$ cat src/design/sv32pte_pkg.sv
package sv32pte_pkg;

  // Request codes
  typedef enum logic [1:0] {
    REQ_QUERY = 2'd0,
    REQ_MAP4K = 2'd1,
    REQ_UNMAP = 2'd2,
    REQ_MAP4M = 2'd3
  } req_type_t;

  // Result status codes
  typedef enum logic [2:0] {
    ST_OK         = 3'd0,
    ST_UNMAPPED   = 3'd1,
    ST_MISALIGNED = 3'd2,
    ST_CONFLICT   = 3'd3,
    ST_NOTABLE    = 3'd4
  } status_t;

  localparam int unsigned ENTRY_W   = 32;
  localparam int unsigned VPN_W     = 10;
  localparam int unsigned PPN_W     = 20;
  localparam int unsigned ENTRIES   = 1024;

  // Fixed entry bits on every written leaf: V, A, D
  localparam logic [7:0] ENT_VAD    = 8'hC1;
  localparam logic [7:0] ENT_U      = 8'h10;
  // R, W, X, U, A, D mask kept when a superpage is split
  localparam logic [7:0] ENT_KEEP   = 8'hDE;
  localparam logic [7:0] ENT_V      = 8'h01;

  // Classified request passed from the front to the back
  typedef struct packed {
    req_type_t          req;
    logic               misaligned;
    logic [31:0]        va;
    logic [PPN_W-1:0]   pa_ppn;
    logic [3:0]         flags;
  } cmd_t;

  // Back status seen by the front
  typedef struct packed {
    logic clearing;
  } bk_stat_t;

  // Build a leaf entry from a physical page number and low bits
  function automatic logic [ENTRY_W-1:0] make_entry(input logic [PPN_W-1:0] ppn,
                                                    input logic [7:0] bits);
    make_entry = {2'b00, ppn, 2'b00, bits | ENT_VAD};
  endfunction

endpackage

$ cat src/design/sv32pte_queue.sv
module sv32pte_queue (
  input  logic                clk,
  input  logic                rst_n,
  input  logic                push,
  input  sv32pte_pkg::cmd_t   push_cmd,
  output logic                full,
  input  logic                pop,
  output logic                head_valid,
  output sv32pte_pkg::cmd_t   head_cmd
);
  import sv32pte_pkg::*;

  cmd_t       slot_r [2];
  logic       wptr_r, rptr_r;
  logic [1:0] cnt_r;

  assign full       = (cnt_r == 2'd2);
  assign head_valid = (cnt_r != 2'd0);
  assign head_cmd   = slot_r[rptr_r];

  // Hold payload slots
  always_ff @(posedge clk) begin
    if (push) slot_r[wptr_r] <= push_cmd;
  end

  // Advance pointers and count
  always_ff @(posedge clk) begin
    if (!rst_n) begin
      wptr_r <= 1'b0;
      rptr_r <= 1'b0;
      cnt_r  <= 2'd0;
    end else begin
      if (push) wptr_r <= ~wptr_r;
      if (pop)  rptr_r <= ~rptr_r;
      case ({push, pop})
        2'b10:   cnt_r <= cnt_r + 2'd1;
        2'b01:   cnt_r <= cnt_r - 2'd1;
        default: cnt_r <= cnt_r;
      endcase
    end
  end

endmodule

$ cat config.mk
export PLATFORM = sky130hd
export DESIGN_NAME = sv32pte_queue
export DESIGN_NICKNAME = d
export VERILOG_FILES = /design/src/design/sv32pte_pkg.sv /design/src/design/sv32pte_queue.sv
export SDC_FILE = /design/constraint.sdc
export NUM_CORES = 1
export LEC_CHECK = 0
export ABC_AREA = 1
export BUFFER_PORTS_ARGS = -buffer_cell sky130_fd_sc_hd__buf_2
export CAP_MARGIN = 25
export CORE_MARGIN = 2
export CORE_UTILIZATION = 50
export DETAILED_ROUTE_END_ITERATION = 6
export PLACE_DENSITY_LB_ADDON = 0.05
export SLEW_MARGIN = 0
export SYNTH_ARGS = -nofsm -noshare
export SYNTH_HDL_FRONTEND = slang
export SYNTH_SLANG_ARGS = --single-unit
$ cat constraint.sdc
create_clock -name clk -period 4.1 [get_ports clk]
set_input_delay 0 -clock clk [delete_from_list [all_inputs] [get_ports clk]]
set_output_delay 0 -clock clk [all_outputs]
set_load 0.05 [all_outputs]
### After elaboration in Yosys (flattened, before gate mapping)

Memory sizes are Yosys's and may differ from the RTL's. A register that Yosys moved wholly into a read port is not among the register bits.
Cells that the tools add are included.

* register bits: 4
* memory bits (writable): 118
* input port bits: 63
* output and inout bits: 61
* logic and storage cells: 18
* memories: 1

Memories
* slot_r: words 2, width 59, rd ports 1, clocked after memory_dff 1, write ports 1, RTL line sv32pte_queue.sv:13 `cmd_t slot_r [2];`

* $add $sub $neg: 2
* eq/ne operators: 3
* muxes and demuxes: 5
* bitwise logic cells: 2
* reduce and logical (&&, ||, !) cells: 2

Operators with widths (count)
* 2-bit == test (second input constant): 2
* 1-bit two-way mux: 4
* 2-bit case mux with 2 select lines: 1
* 2-bit nonzero test: 2
* 2-bit by 1-bit adder with 2-bit output (second input constant): 1
* 2-bit by 1-bit == test with 1-bit output (second input constant): 1
* 1-bit inverter: 2
* 2-bit by 1-bit subtractor with 2-bit output (second input constant): 1

### Depth between registers and ports, before layout

* depth in word-level cells: 3
* depth in mapped cells: 7
* gate-level depth less buffers: 7

### Worst setup path after synthesis

Ideal clock, no wire load.

* path kind: register -> register
* from: reg wptr_r
* to: mem slot_r[0][0] (netlist name), enable pin
* setup time: 0.478 ns
* arrival time: 2.789 ns
* data required time: 3.622 ns
* slack: 0.834 ns
* cell stages (with the launch flop): 2
* path buffers: 0
* period minus slack after synthesis: 3.266 ns
* cells stage by stage: dfxtp_1 > nor2_1

RTL lines
* start, declared: RTL line sv32pte_queue.sv:14 `logic wptr_r, rptr_r;`
* start signal, assigned: RTL line sv32pte_queue.sv:33 `if (push) wptr_r <= ~wptr_r;`
* end, declared: RTL line sv32pte_queue.sv:13

No word-level cell before the write port.

==> impl_results.md <==
* Drt first pass iters at 5
* CTS max path bufs at 2
* CTS buffer count at 17
* Fin Clk Skew at 0.00566 ns
* First DRT Iteration DRCs at 83
* Fmax achieved at ~500 MHz
* Sink Count at ~120
* Die area at around 9800 um^2
* Clock Latency Late Sink at about 0.50 ns
* Fin Setup TNS at 0 ns
* NetSw at 0.808 mW
* Core area at 8760 um^2
* Filler cells at 557
* Area of the multi-input gates at 813 um^2
* Area occupied by registers at 3640 um^2
* Met2 wire len at 4540 um
* Status: finished, final reports clean
* Setup slack, reg-to-reg at 2.19 ns
* Combinational power share at 14.2%
* Ant diodes at 0
* Via Count at 2607
* DR WL met3 at between 500 and 600 um
* DR DRC count at 0
* Critical path class: reg2out
* Row cnt at 34
* PwrDens at 516 nW/um^2
* Slew Limit Headroom at 47.4%
* Clock group share of total power at 41.5%
* Switching Fraction at 24.2%
* Gr usage total at 18.5%
* Post-CTS Setup Bufs at 0
* Final hold violations at 0
* Antenna violations before repair at 0
* CP startpoint kind: register
* Placer congestion estimate at ~0.7
* Vias per cell at 4.82
* CTS tree: yes
* Seq/Total Area, Yosys at 80.4%
* IO Count at 124
* First-pass GRT wire length at roughly 13000 um
* Seq pwr share at 44.3%
* Leakage Power at 2.54 nW
* M1 WL at 3480 um
* Post-CTS sizing at 0
* Synth cell types at 14
* Layout net count at 485
* HPWL after DPL at between 5000 and 6000 um
* Synth Cell Area at 4530 um^2
* Period utilization at 48.1%
* Worst hold slack at 0.216 ns
* Final Max Tran Viols at 0
* Worst vdd ir at 0.282 mV
* Uppermost routed layer: met4
* Per-cell routed wire length at roughly 16 um
* Grt total ovfl at 0
* Area Growth Syn to Fin at 42.5%
* Final min period at just under 2 ns
* Critical Path Sink Type: output pin
* Total wire length at 8670 um
* Actual slew at the worst max-slew pin at between 0.7 and 0.8 ns
* CTS Root Cell: clkbuf_8
* Initial core utilization at 51.7%
* Max FO, Critical Path at 18
* Vias in the first global route at 2747
* DRT antenna net count at 0
* Yosys warns at 0
* Setup violations, final at 0
* Internal Pwr Total at roughly 2.5 mW
* Chip Height at 99.2 um
* Critical path data arrival time at 1.97 ns
* Worst hold-check path type: in2reg
* Post-Syn Area per Cell at around 21 um^2
* CTS Hold Bufs at 62
* RSZ-0062 raised after global routing: no
* Post-synth net total at between 200 and 300
* Seq cells post-synth at 123
* Clock transition at path regs at 0.06 ns
* Final core occ at 73.7%
* Ratio of cells with drive above 1 in the final layout at 49.4%
* Req. time, crit path at ~4.1 ns
* Port bufs at 123
* Max Cap Viol at 0
* CTS H-Tree Depth at 4
* Die span in x at 99.2 um
* Syn Inst Count at about 220
* Largest net degree at the start of global routing at 43
-- per-stage QoR --
stage | worst slack [ns] | power, mW | area (um^2) | std cells
CTS | 1.46 | 3.35 | 6430 | 540
global placement | 2.04 | 1.92 | 5260 | 447
global route | 2.02 | 3.45 | 6450 | 541
floorplan | 0.834 | 1.82 | 4530 | 219
detailed placement | 2.02 | 1.93 | 5260 | 447
finish | 2.13 | 3.33 | 6450 | 541
-- cells by family after synthesis --
group,after synthesis,synth area share [%]
multiplexers,59,15.5
flip-flops,123,80.4
adder cells (fa/ha/maj),1,0.276
AO/OA/AOI/OAI,2,0.221
AND/OR/NAND/NOR,21,1.80
buffers and inverters,13,1.77
-- final timing paths --
| kind | start | cells past startpoint | end |
|---|---|---|---|
| setup / recovery | register | 3 | head_cmd[38] |
| hold / removal | push_cmd[5] | 2 | slot_r[0][5] |
| setup reg to reg | wptr_r | 3 | slot_r[1][43] |
| hold reg to reg | cnt_r[1] | 2 | cnt_r[1] |
-- final cells by class --
type                            instances  area share [%]
Sequential cell                       123            56.5
Inverter                                6           0.349
Timing Repair Buffer                  190            19.9
Clock inverter                         11            1.98
Tap cell                              108            2.09
Multi-Input combinational cell         83            12.6
Clock buffer                           20            6.59
-- synthesized netlist by cell type --
library cell	instances	area, um^2
buf_8	1	15.0
mux2_2	49	552
buf_6	2	22.5
o21ai_0	1	5.00
dfxtp_1	5	100
nand2_1	9	33.8
mux2_4	10	150
buf_2	4	20.0
nor2_1	11	41.3
ha_1	1	12.5
edfxtp_1	118	3540
a21oi_1	1	5.00
inv_1	6	22.5
nand4_1	1	6.26
-- cells in the final DEF, fill, tap and decap left out, types with 3 or more instances in the layout --
cell,netlist,layout
buf_2,4,123
buf_4,0,4
bufinv_16,0,3
clkbuf_1,0,3
clkbuf_16,0,16
clkinv_1,0,4
clkinv_2,0,3
dfxtp_1,5,4
dlygate4sd3_1,0,62
edfxtp_1,118,118
inv_1,6,5
mux2_2,49,49
mux2_4,10,10
nand2_1,9,9
nor2_1,11,10
-- worst max-delay path, cell delays in order (launching register included) --
cell and delay (ns):
dfxtp_2 0.50, buf_4 0.36, mux2_2 0.38, buf_2 0.21
-- layer usage --
| layer | GRT usage, % | vias to the layer above |
|---|---|---|
| met5 | 0 | - |
| met4 | 6.85 | 0 |
| met3 | 7.45 | 11 |
| met2 | 32.4 | 93 |
| met1 | 20.3 | 1249 |
| li1 | - | 1254 |
-- state kept, by name, indices dropped and copies added, names as in the netlist, named ones only --
register and flops:
rptr_r 1, wptr_r 1, cnt_r 2, slot_r 118
-- power by group through the flow --
stage | Sequential (mW) | Combinational (mW) | Clock, mW
floorplan | 1.49 | 0.324 | 0
global placement | 1.51 | 0.412 | 0
detailed placement | 1.51 | 0.417 | 0
CTS | 1.48 | 0.464 | 1.41
global route | 1.48 | 0.499 | 1.47
finish | 1.48 | 0.473 | 1.39
Note: power is estimated with default switching activity, not from simulation.
