[src/design/sv32pte_pkg.sv]
package sv32pte_pkg;

  // Request codes
  typedef enum logic [1:0] {
    REQ_QUERY = 2'd0,
    REQ_MAP4K = 2'd1,
    REQ_UNMAP = 2'd2,
    REQ_MAP4M = 2'd3
  } req_type_t;

  // Result status codes
  typedef enum logic [2:0] {
    ST_OK         = 3'd0,
    ST_UNMAPPED   = 3'd1,
    ST_MISALIGNED = 3'd2,
    ST_CONFLICT   = 3'd3,
    ST_NOTABLE    = 3'd4
  } status_t;

  localparam int unsigned ENTRY_W   = 32;
  localparam int unsigned VPN_W     = 10;
  localparam int unsigned PPN_W     = 20;
  localparam int unsigned ENTRIES   = 1024;

  // Fixed entry bits on every written leaf: V, A, D
  localparam logic [7:0] ENT_VAD    = 8'hC1;
  localparam logic [7:0] ENT_U      = 8'h10;
  // R, W, X, U, A, D mask kept when a superpage is split
  localparam logic [7:0] ENT_KEEP   = 8'hDE;
  localparam logic [7:0] ENT_V      = 8'h01;

  // Classified request passed from the front to the back
  typedef struct packed {
    req_type_t          req;
    logic               misaligned;
    logic [31:0]        va;
    logic [PPN_W-1:0]   pa_ppn;
    logic [3:0]         flags;
  } cmd_t;

  // Back status seen by the front
  typedef struct packed {
    logic clearing;
  } bk_stat_t;

  // Build a leaf entry from a physical page number and low bits
  function automatic logic [ENTRY_W-1:0] make_entry(input logic [PPN_W-1:0] ppn,
                                                    input logic [7:0] bits);
    make_entry = {2'b00, ppn, 2'b00, bits | ENT_VAD};
  endfunction

endpackage

[src/design/sv32pte_if.sv]
interface sv32pte_in_if;
  logic        valid;
  logic        ready;
  logic [1:0]  req_type;
  logic [31:0] virt_addr;
  logic [31:0] phys_addr_in;
  logic [3:0]  perm_flags;

  modport source (output valid, req_type, virt_addr, phys_addr_in, perm_flags, input ready);
  modport sink   (input valid, req_type, virt_addr, phys_addr_in, perm_flags, output ready);
  modport monitor (input valid, ready, req_type, virt_addr, phys_addr_in, perm_flags);
endinterface


[src/design/sv32pte_front.sv]
module sv32pte_front (
  sv32pte_in_if.sink              in_chan,
  input  sv32pte_pkg::bk_stat_t   bk_stat,
  input  logic                    q_full,
  output logic                    q_push,
  output sv32pte_pkg::cmd_t       q_cmd
);
  import sv32pte_pkg::*;

  req_type_t req;
  logic      va_4k, pa_4k, va_4m, pa_4m;

  // Take requests only when the queue has room and the root clear is done
  assign in_chan.ready = !q_full && !bk_stat.clearing;
  assign q_push        = in_chan.valid && in_chan.ready;

  // Classify alignment per request type
  assign req   = req_type_t'(in_chan.req_type);
  assign va_4k = |in_chan.virt_addr[11:0];
  assign pa_4k = |in_chan.phys_addr_in[11:0];
  assign va_4m = |in_chan.virt_addr[21:0];
  assign pa_4m = |in_chan.phys_addr_in[21:0];

  always_comb begin
    q_cmd.req    = req;
    q_cmd.va     = in_chan.virt_addr;
    q_cmd.pa_ppn = in_chan.phys_addr_in[31:12];
    q_cmd.flags  = in_chan.perm_flags;
    case (req)
      REQ_QUERY: q_cmd.misaligned = 1'b0;
      REQ_MAP4K: q_cmd.misaligned = va_4k || pa_4k;
      REQ_UNMAP: q_cmd.misaligned = va_4k;
      REQ_MAP4M: q_cmd.misaligned = va_4m || pa_4m;
      default:   q_cmd.misaligned = 1'b0;
    endcase
  end

endmodule

[src/flat_wrapper.sv]
// flat-port wrapper written by rule: the top's interface ports become plain ports
module sv32pte_front_flat import sv32pte_pkg::*;
  (bk_stat, q_full, q_push, q_cmd, in_chan_valid, in_chan_req_type, in_chan_virt_addr, in_chan_phys_addr_in, in_chan_perm_flags, in_chan_ready);
  sv32pte_in_if in_chan_i ();
  input  sv32pte_pkg::bk_stat_t bk_stat;
  input  logic q_full;
  output logic q_push;
  output sv32pte_pkg::cmd_t q_cmd;
  input wire logic [$bits(in_chan_i.valid)-1:0] in_chan_valid;
  input wire logic [$bits(in_chan_i.req_type)-1:0] in_chan_req_type;
  input wire logic [$bits(in_chan_i.virt_addr)-1:0] in_chan_virt_addr;
  input wire logic [$bits(in_chan_i.phys_addr_in)-1:0] in_chan_phys_addr_in;
  input wire logic [$bits(in_chan_i.perm_flags)-1:0] in_chan_perm_flags;
  output wire logic [$bits(in_chan_i.ready)-1:0] in_chan_ready;
  assign in_chan_i.valid = in_chan_valid;
  assign in_chan_i.req_type = in_chan_req_type;
  assign in_chan_i.virt_addr = in_chan_virt_addr;
  assign in_chan_i.phys_addr_in = in_chan_phys_addr_in;
  assign in_chan_i.perm_flags = in_chan_perm_flags;
  assign in_chan_ready = in_chan_i.ready;
  sv32pte_front u_core (.in_chan(in_chan_i), .bk_stat(bk_stat), .q_full(q_full), .q_push(q_push), .q_cmd(q_cmd));
endmodule
[config.mk]
export PLATFORM = sky130hd
export DESIGN_NAME = sv32pte_front_flat
export DESIGN_NICKNAME = d
export VERILOG_FILES = /design/src/design/sv32pte_pkg.sv /design/src/design/sv32pte_if.sv /design/src/design/sv32pte_front.sv /design/src/flat_wrapper.sv
export SDC_FILE = /design/constraint.sdc
export NUM_CORES = 1
export LEC_CHECK = 0
export ABC_AREA = 0
export ABC_CLOCK_PERIOD_IN_PS = 1300
export BUFFER_PORTS_ARGS = -buffer_cell sky130_fd_sc_hd__buf_4
export CAP_MARGIN = 20
export CORE_ASPECT_RATIO = 0.75
export CORE_MARGIN = 2
export CORE_UTILIZATION = 24
export DETAILED_ROUTE_END_ITERATION = 8
export PLACE_DENSITY = 0.91
export SLEW_MARGIN = 20
export SYNTH_ARGS = -nofsm -noshare
export SYNTH_HDL_FRONTEND = slang
export SYNTH_SLANG_ARGS = --single-unit
[constraint.sdc]
create_clock -name vclk -period 1.3
set_clock_uncertainty 0.15 [all_clocks]
set_input_delay 0.065 -clock vclk [all_inputs]
set_output_delay 0.065 -clock vclk [all_outputs]
set_load 0.03 [all_outputs]
# After elaboration in Yosys (flattened, before gate mapping)
# Cells that the tools add are included.
[op_classes] eq_ne=3 muxes=1 reduce_logical=11
[op_table] operator="OR reduction 22 bit" count=2
[op_table] operator="OR reduction 12 bit" count=2
[op_table] operator="equality test 2 bit, second input constant" count=2
[op_table] operator="one-hot mux 1 bit (4 select lines)" count=1
[op_table] operator="equality test 2 x 1 -> 1 bit, second input constant" count=1
[op_table] operator="logical AND 1 bit" count=2
[op_table] operator="zero test 1 bit" count=2
[op_table] operator="zero test 2 bit" count=1
[op_table] operator="logical OR 1 bit" count=2
[word_totals] register_bits=0 in_bits=73 elab_cells=15

# Logic depth before layout (Yosys ltp)
# Gate-level depths: netlist of run 1.
[depth] ltp_word=3 mapped_depth=4

# Least setup slack after synthesis of run 1
# Ideal clock, no wire load.
[synth_path] path_type="input to output" startpoint="in in_chan_virt_addr[6]" endpoint="out q_cmd[56] in the netlist's numbering" arrival_time_ns=1.003 path_slack_ns=0.082 path_stages=4 path_buffers=0 path_cell_list="nor4_2 > nand3_1 > nand4b_1 > a221o_1"
[synth_lines] item="start: declaration" line_no="flat_wrapper.sv:11" rtl="input wire logic [$bits(in_chan_i.virt_addr)-1:0] in_chan_virt_addr;"
[synth_lines] item="end: declaration" line_no="flat_wrapper.sv:8" rtl="output sv32pte_pkg::cmd_t q_cmd;"

==> results.md, run 1 <==
- Final Cell Area: around 1200 µm²
- Setup TNS: -122 ps
- Seq_cells: 0
- Post-CTS Setup Bufs: 0
- Fin nets: 210
- Starting Density: 0.255
- Failing checks: setup timing
- Detailed Route Iter0 Violations: 7
- Synth Instances: 77
- Antenna-violating nets left: 0
- Final hold violations: 0
- Die H: between 40 and 50 µm
- Final setup viols: 1
- Total wire length: ~2100 µm
- Post-route clock period utilization: 1.09
- GRT overflow: 0
- Syn Area/Cell: 7.72 µm²
- Number of global-route vias before repair: approximately 610
- Slew Viols, Final: 0
- Ys Warns: 0
- Leak pwr: approximately 0.58 nW
- Die Area: between 2000 and 3000 µm²
- Per-cell routed wire length: ~13 µm
- Placed cell area: 892 µm²
- Startpoint types: primary input
- Vias: 668
- RD Place Congestion: approximately 0.68
- Pwr per Cell Area: roughly 450 nW/µm²
- Clock buffer count: 0
- Fin crit period: approximately 1400 ps
- Library cells used by synthesis: 12
- Worst EP required: 1090 ps
- Fraction of layout cells with a size suffix above 1: 0.726
- Worst EP arrival: 1210 ps
- Slew Limit Headroom: 0.775
- Max VDD drop: ~230 µV
- Hold crit path type: primary input to primary output
- Synthesis-to-finish area growth: 99.4%
- Core area: ~2300 µm²
- Hpwl dp: ~1500 µm
- Fraction of the yosys area taken by sequential cells: 0
- CP max FO: 2
- Post-Syn Nets: 150
- Utilization after layout: 0.509
- Port bufs: 86
- Largest net degree at the start of global routing: 4
- Overall power: around 540 µW
- N_diodes: 0
- TritonRoute pass-1 iters: 3
- Antenna violations before repair: 0
- Non-Filler Instances: approximately 170
- MaxCap Viol Count: 0
- DRC errors left: 0
- Maximum clock rate: 0.703 GHz
- # rows: 15
- RSZ-0062 raised after global routing: true
- Worst Setup End Kind: primary output
- Synth Cell Area: between 500 and 600 µm²
- Vias/cell: 3.95
- Dpl cells: between 100 and 150
- I/O pin cnt: 134
- Overall routing resource usage: 0.112
- Status: finished, violations left
- Least-Margin Pin Slew: 336 ps
- Global-route wire length before repair: 2510 µm
- Die W: slightly above 60 µm
- Crit Path Class: primary input to primary output
- Reg area: 0 µm²
- Final worst slack: -122 ps
==> layout make-up <==
| class | instances | area (µm²) |
|---|---|---|
| fill | 230 | 1140 |
| timing repair buffer | 116 | 961 |
| tap | 34 | 42.5 |
| multi-input combinational | 19 | 181 |
==> worst max-delay path, stage by stage <==
cell      delay (ps)
buf_6            100
nor4_2           280
nand3_2          120
nand4b_1         190
a221o_1          310
buf_6            140
==> cells by family after synthesis <==
logic type / after synthesis / synth area share
AOI/OAI and AO/OA: 2 / 0.0274
buffers and inverters: 58 / 0.733
and+or+nand+nor: 17 / 0.240
==> metrics by stage <==
step / setup WS [ps] / hold WS, ps
floorplan: 82.3 / 91.9
global placement: -162 / -19.8
detailed placement: -176 / -19.8
CTS: -166 / 197
global route: -197 / 205
finish: -122 / 197
==> placed cells by master (no fill, tap or decap), types with 2 or more instances in the layout <==
cell and instances:
buf_4 84, dlygate4sd3_1 24, buf_6 8, nor4_1 6, nor4_4 3, nor4_2 2
==> where the power goes <==
part	total, mW	leakage, nW	internal, mW	switching (mW)
Combinational	0.538	0.583	0.245	0.294
Sequential	0	0	0	0
Clock	0	0	0	0
Total	0.538	0.583	0.245	0.294
==> Yosys cell counts, drive strengths merged <==
| cell | instances | area share |
|---|---|---|
| buf | 58 | 0.73 |
| nor4 | 11 | 0.18 |
| a221o | 1 | 0.017 |
| a31oi | 1 | 0.011 |
| and2 | 1 | 0.011 |
| and3 | 1 | 0.011 |
| nand2 | 1 | 0.0063 |
| nand3 | 1 | 0.0084 |
| nand4b | 1 | 0.015 |
| nor2 | 1 | 0.0063 |
==> layer usage <==
layer  track usage  up-vias  wire [µm]
met5             0        -          0
met4       0.00851        0          0
met3        0.0110        0        184
met2         0.238       50       1290
met1         0.125      296        647
li1              -      322          -
==> what timing repair did <==
action | 4_1_cts | 5_1_grt
gates resized for setup | 9 | 2
endpoints found under the hold margin | 24 | 0
setup endpoints to repair | 1 | 1
hold buffers | 24 | 0
pin swaps | 5 | 4
==> worst paths after layout <==
check | startpoint | end | slack (ps) | cells after the start
max | in_chan_virt_addr[0] | q_cmd[56] | -120 | 6
min | in_chan_virt_addr[9] | q_cmd[33] | 200 | 2
Power figures use the tool's default switching activity.
==> inputs of run 2 (changes only) <==
- CELL_PAD_IN_SITES_DETAIL_PLACEMENT: unset -> 0
- CELL_PAD_IN_SITES_GLOBAL_PLACEMENT: unset -> 1
- CORE_UTILIZATION: 24 -> 13
- PLACE_DENSITY: 0.91 -> 0.92
==> results.md, run 2 (synthesis gave the netlist of run 1 again) <==
- I/O pin cnt: roughly 130
- Seq_cells: 0
- Antenna-violating nets left: 0
- Slew Viols, Final: 0
- Gate power share: 1.000
- Final setup viols: 1
- Clock buffer count: 0
- Max VDD drop: about 100 µV
- Commonest cells after routing, fill and taps aside: buf_4 (83), dlygate4sd3_1 (24), buf_6 (7), nor4_4 (5), nor4_1 (5)
- Die Area: a little over 5000 µm²
- Worst EP required: around 1100 ps
- Port bufs: 86
- Clock group share of total power: 0
- Reg area: 0 µm²
- Maximum clock rate: between 0.7 and 0.8 GHz
- RSZ-0062 raised after global routing: true
- Starting Density: 0.134
- Final worst slack: -108 ps
- MaxCap Viol Count: 0
- Per-cell routed wire length: roughly 11 µm
- Crit Path Class: primary input to primary output
- Psw: 297 µW
- Largest net degree at the start of global routing: 4
- Vias/cell: ~3.6
- Hold crit path type: primary input to primary output
- Int Power: ~240 µW
- Fin crit period: 1410 ps
- Commonest non-fill, non-tap cell in the layout: buf_4
- RD Place Congestion: ~0.69
- CP max FO: 2
- Non-Filler Instances: 190
- Worst EP arrival: ~1200 ps
- Antenna violations before repair: 0
- Final hold violations: 0
- Detailed Route Iter0 Violations: 6
- Overall routing resource usage: 0.0633
- Pwr per Cell Area: between 400 and 500 nW/µm²
- Die H: between 60 and 70 µm
- Sequential Power Share: 0
- Final Cell Area: ~1200 µm²
- Failing checks: setup timing
- GRT overflow: 0
- Vias: 677
- Dpl ws: -202 ps
- Setup TNS: -108 ps
- Least-Margin Pin Slew: around 330 ps
- Global-route wire length before repair: 2750 µm
- N_diodes: 0
- Overall power: roughly 540 µW
- Number of global-route vias before repair: 630
- Switching share of total power: 0.552
- Core area: ~4400 µm²
- Fin nets: 208
- Post-CTS Setup Bufs: 0
- Die W: approximately 80 µm
- Placed cell area: around 900 µm²
- DRC errors left: 0
- Fraction of layout cells with a size suffix above 1: 0.722
- Total wire length: roughly 2100 µm
- Slew Limit Headroom: 0.777
- Hpwl dp: ~1500 µm
- Startpoint types: primary input
- # rows: 21
- Dpl cells: 166
- Status: finished, violations left
- TritonRoute pass-1 iters: 2
- Leak pwr: 0.576 nW
- Post-route clock period utilization: 1.08
- Synthesis-to-finish area growth: 104%
- Worst Setup End Kind: primary output
## run 2: critical path, cell delays in order
cell,delay [ps]
buf_6,100
nor4_4,260
nand3_1,120
nand4b_1,180
a221o_1,320
buf_6,140
## run 2: final timing paths
path,from,to,slack [ps],cells past startpoint
hold / removal,in_chan_virt_addr[13],q_cmd[37],210,2
setup / recovery,in_chan_virt_addr[5],q_cmd[56],-110,6
## run 2: layer usage
| layer | part of all wire | wire length [µm] | GRT usage |
|---|---|---|---|
| met4 | 0 | 0 | 0 |
| met2 | 0.61 | 1250 | 0.141 |
| met3 | 0.10 | 206 | 0.00145 |
| met5 | 0 | 0 | 0 |
| met1 | 0.29 | 600 | 0.0652 |
## run 2: timing repair
action / CTS / global route
pin swaps: 1 / 1
endpoints found under the setup margin: 1 / 1
resized for setup: 10 / 2
hold endpoints to repair: 24 / 0
gates cloned: 0 / 0
hold buffers: 24 / 0
## run 2: layout make-up
class / instances / area [µm²]
timing repair buffer: 114 / 942
multi-input combinational: 19 / 200
fill: 494 / 3230
tap: 57 / 71.3
## run 2: power groups by stage
| stage | sequential (mW) | combinational [mW] | clock [mW] |
|---|---|---|---|
| after global placement | 0 | 0.371 | 0 |
| after CTS | 0 | 0.534 | 0 |
| after detailed placement | 0 | 0.374 | 0 |
| after global routing | 0 | 0.560 | 0 |
| after floorplan | 0 | 0.357 | 0 |
| final | 0 | 0.538 | 0 |
## run 2: stage by stage
step	hold WS (ps)	util
floorplan	91.9	-
finish	207	0.273
detailed placement	-19.8	0.204
CTS	207	0.270
global placement	-19.8	0.204
global route	211	0.273
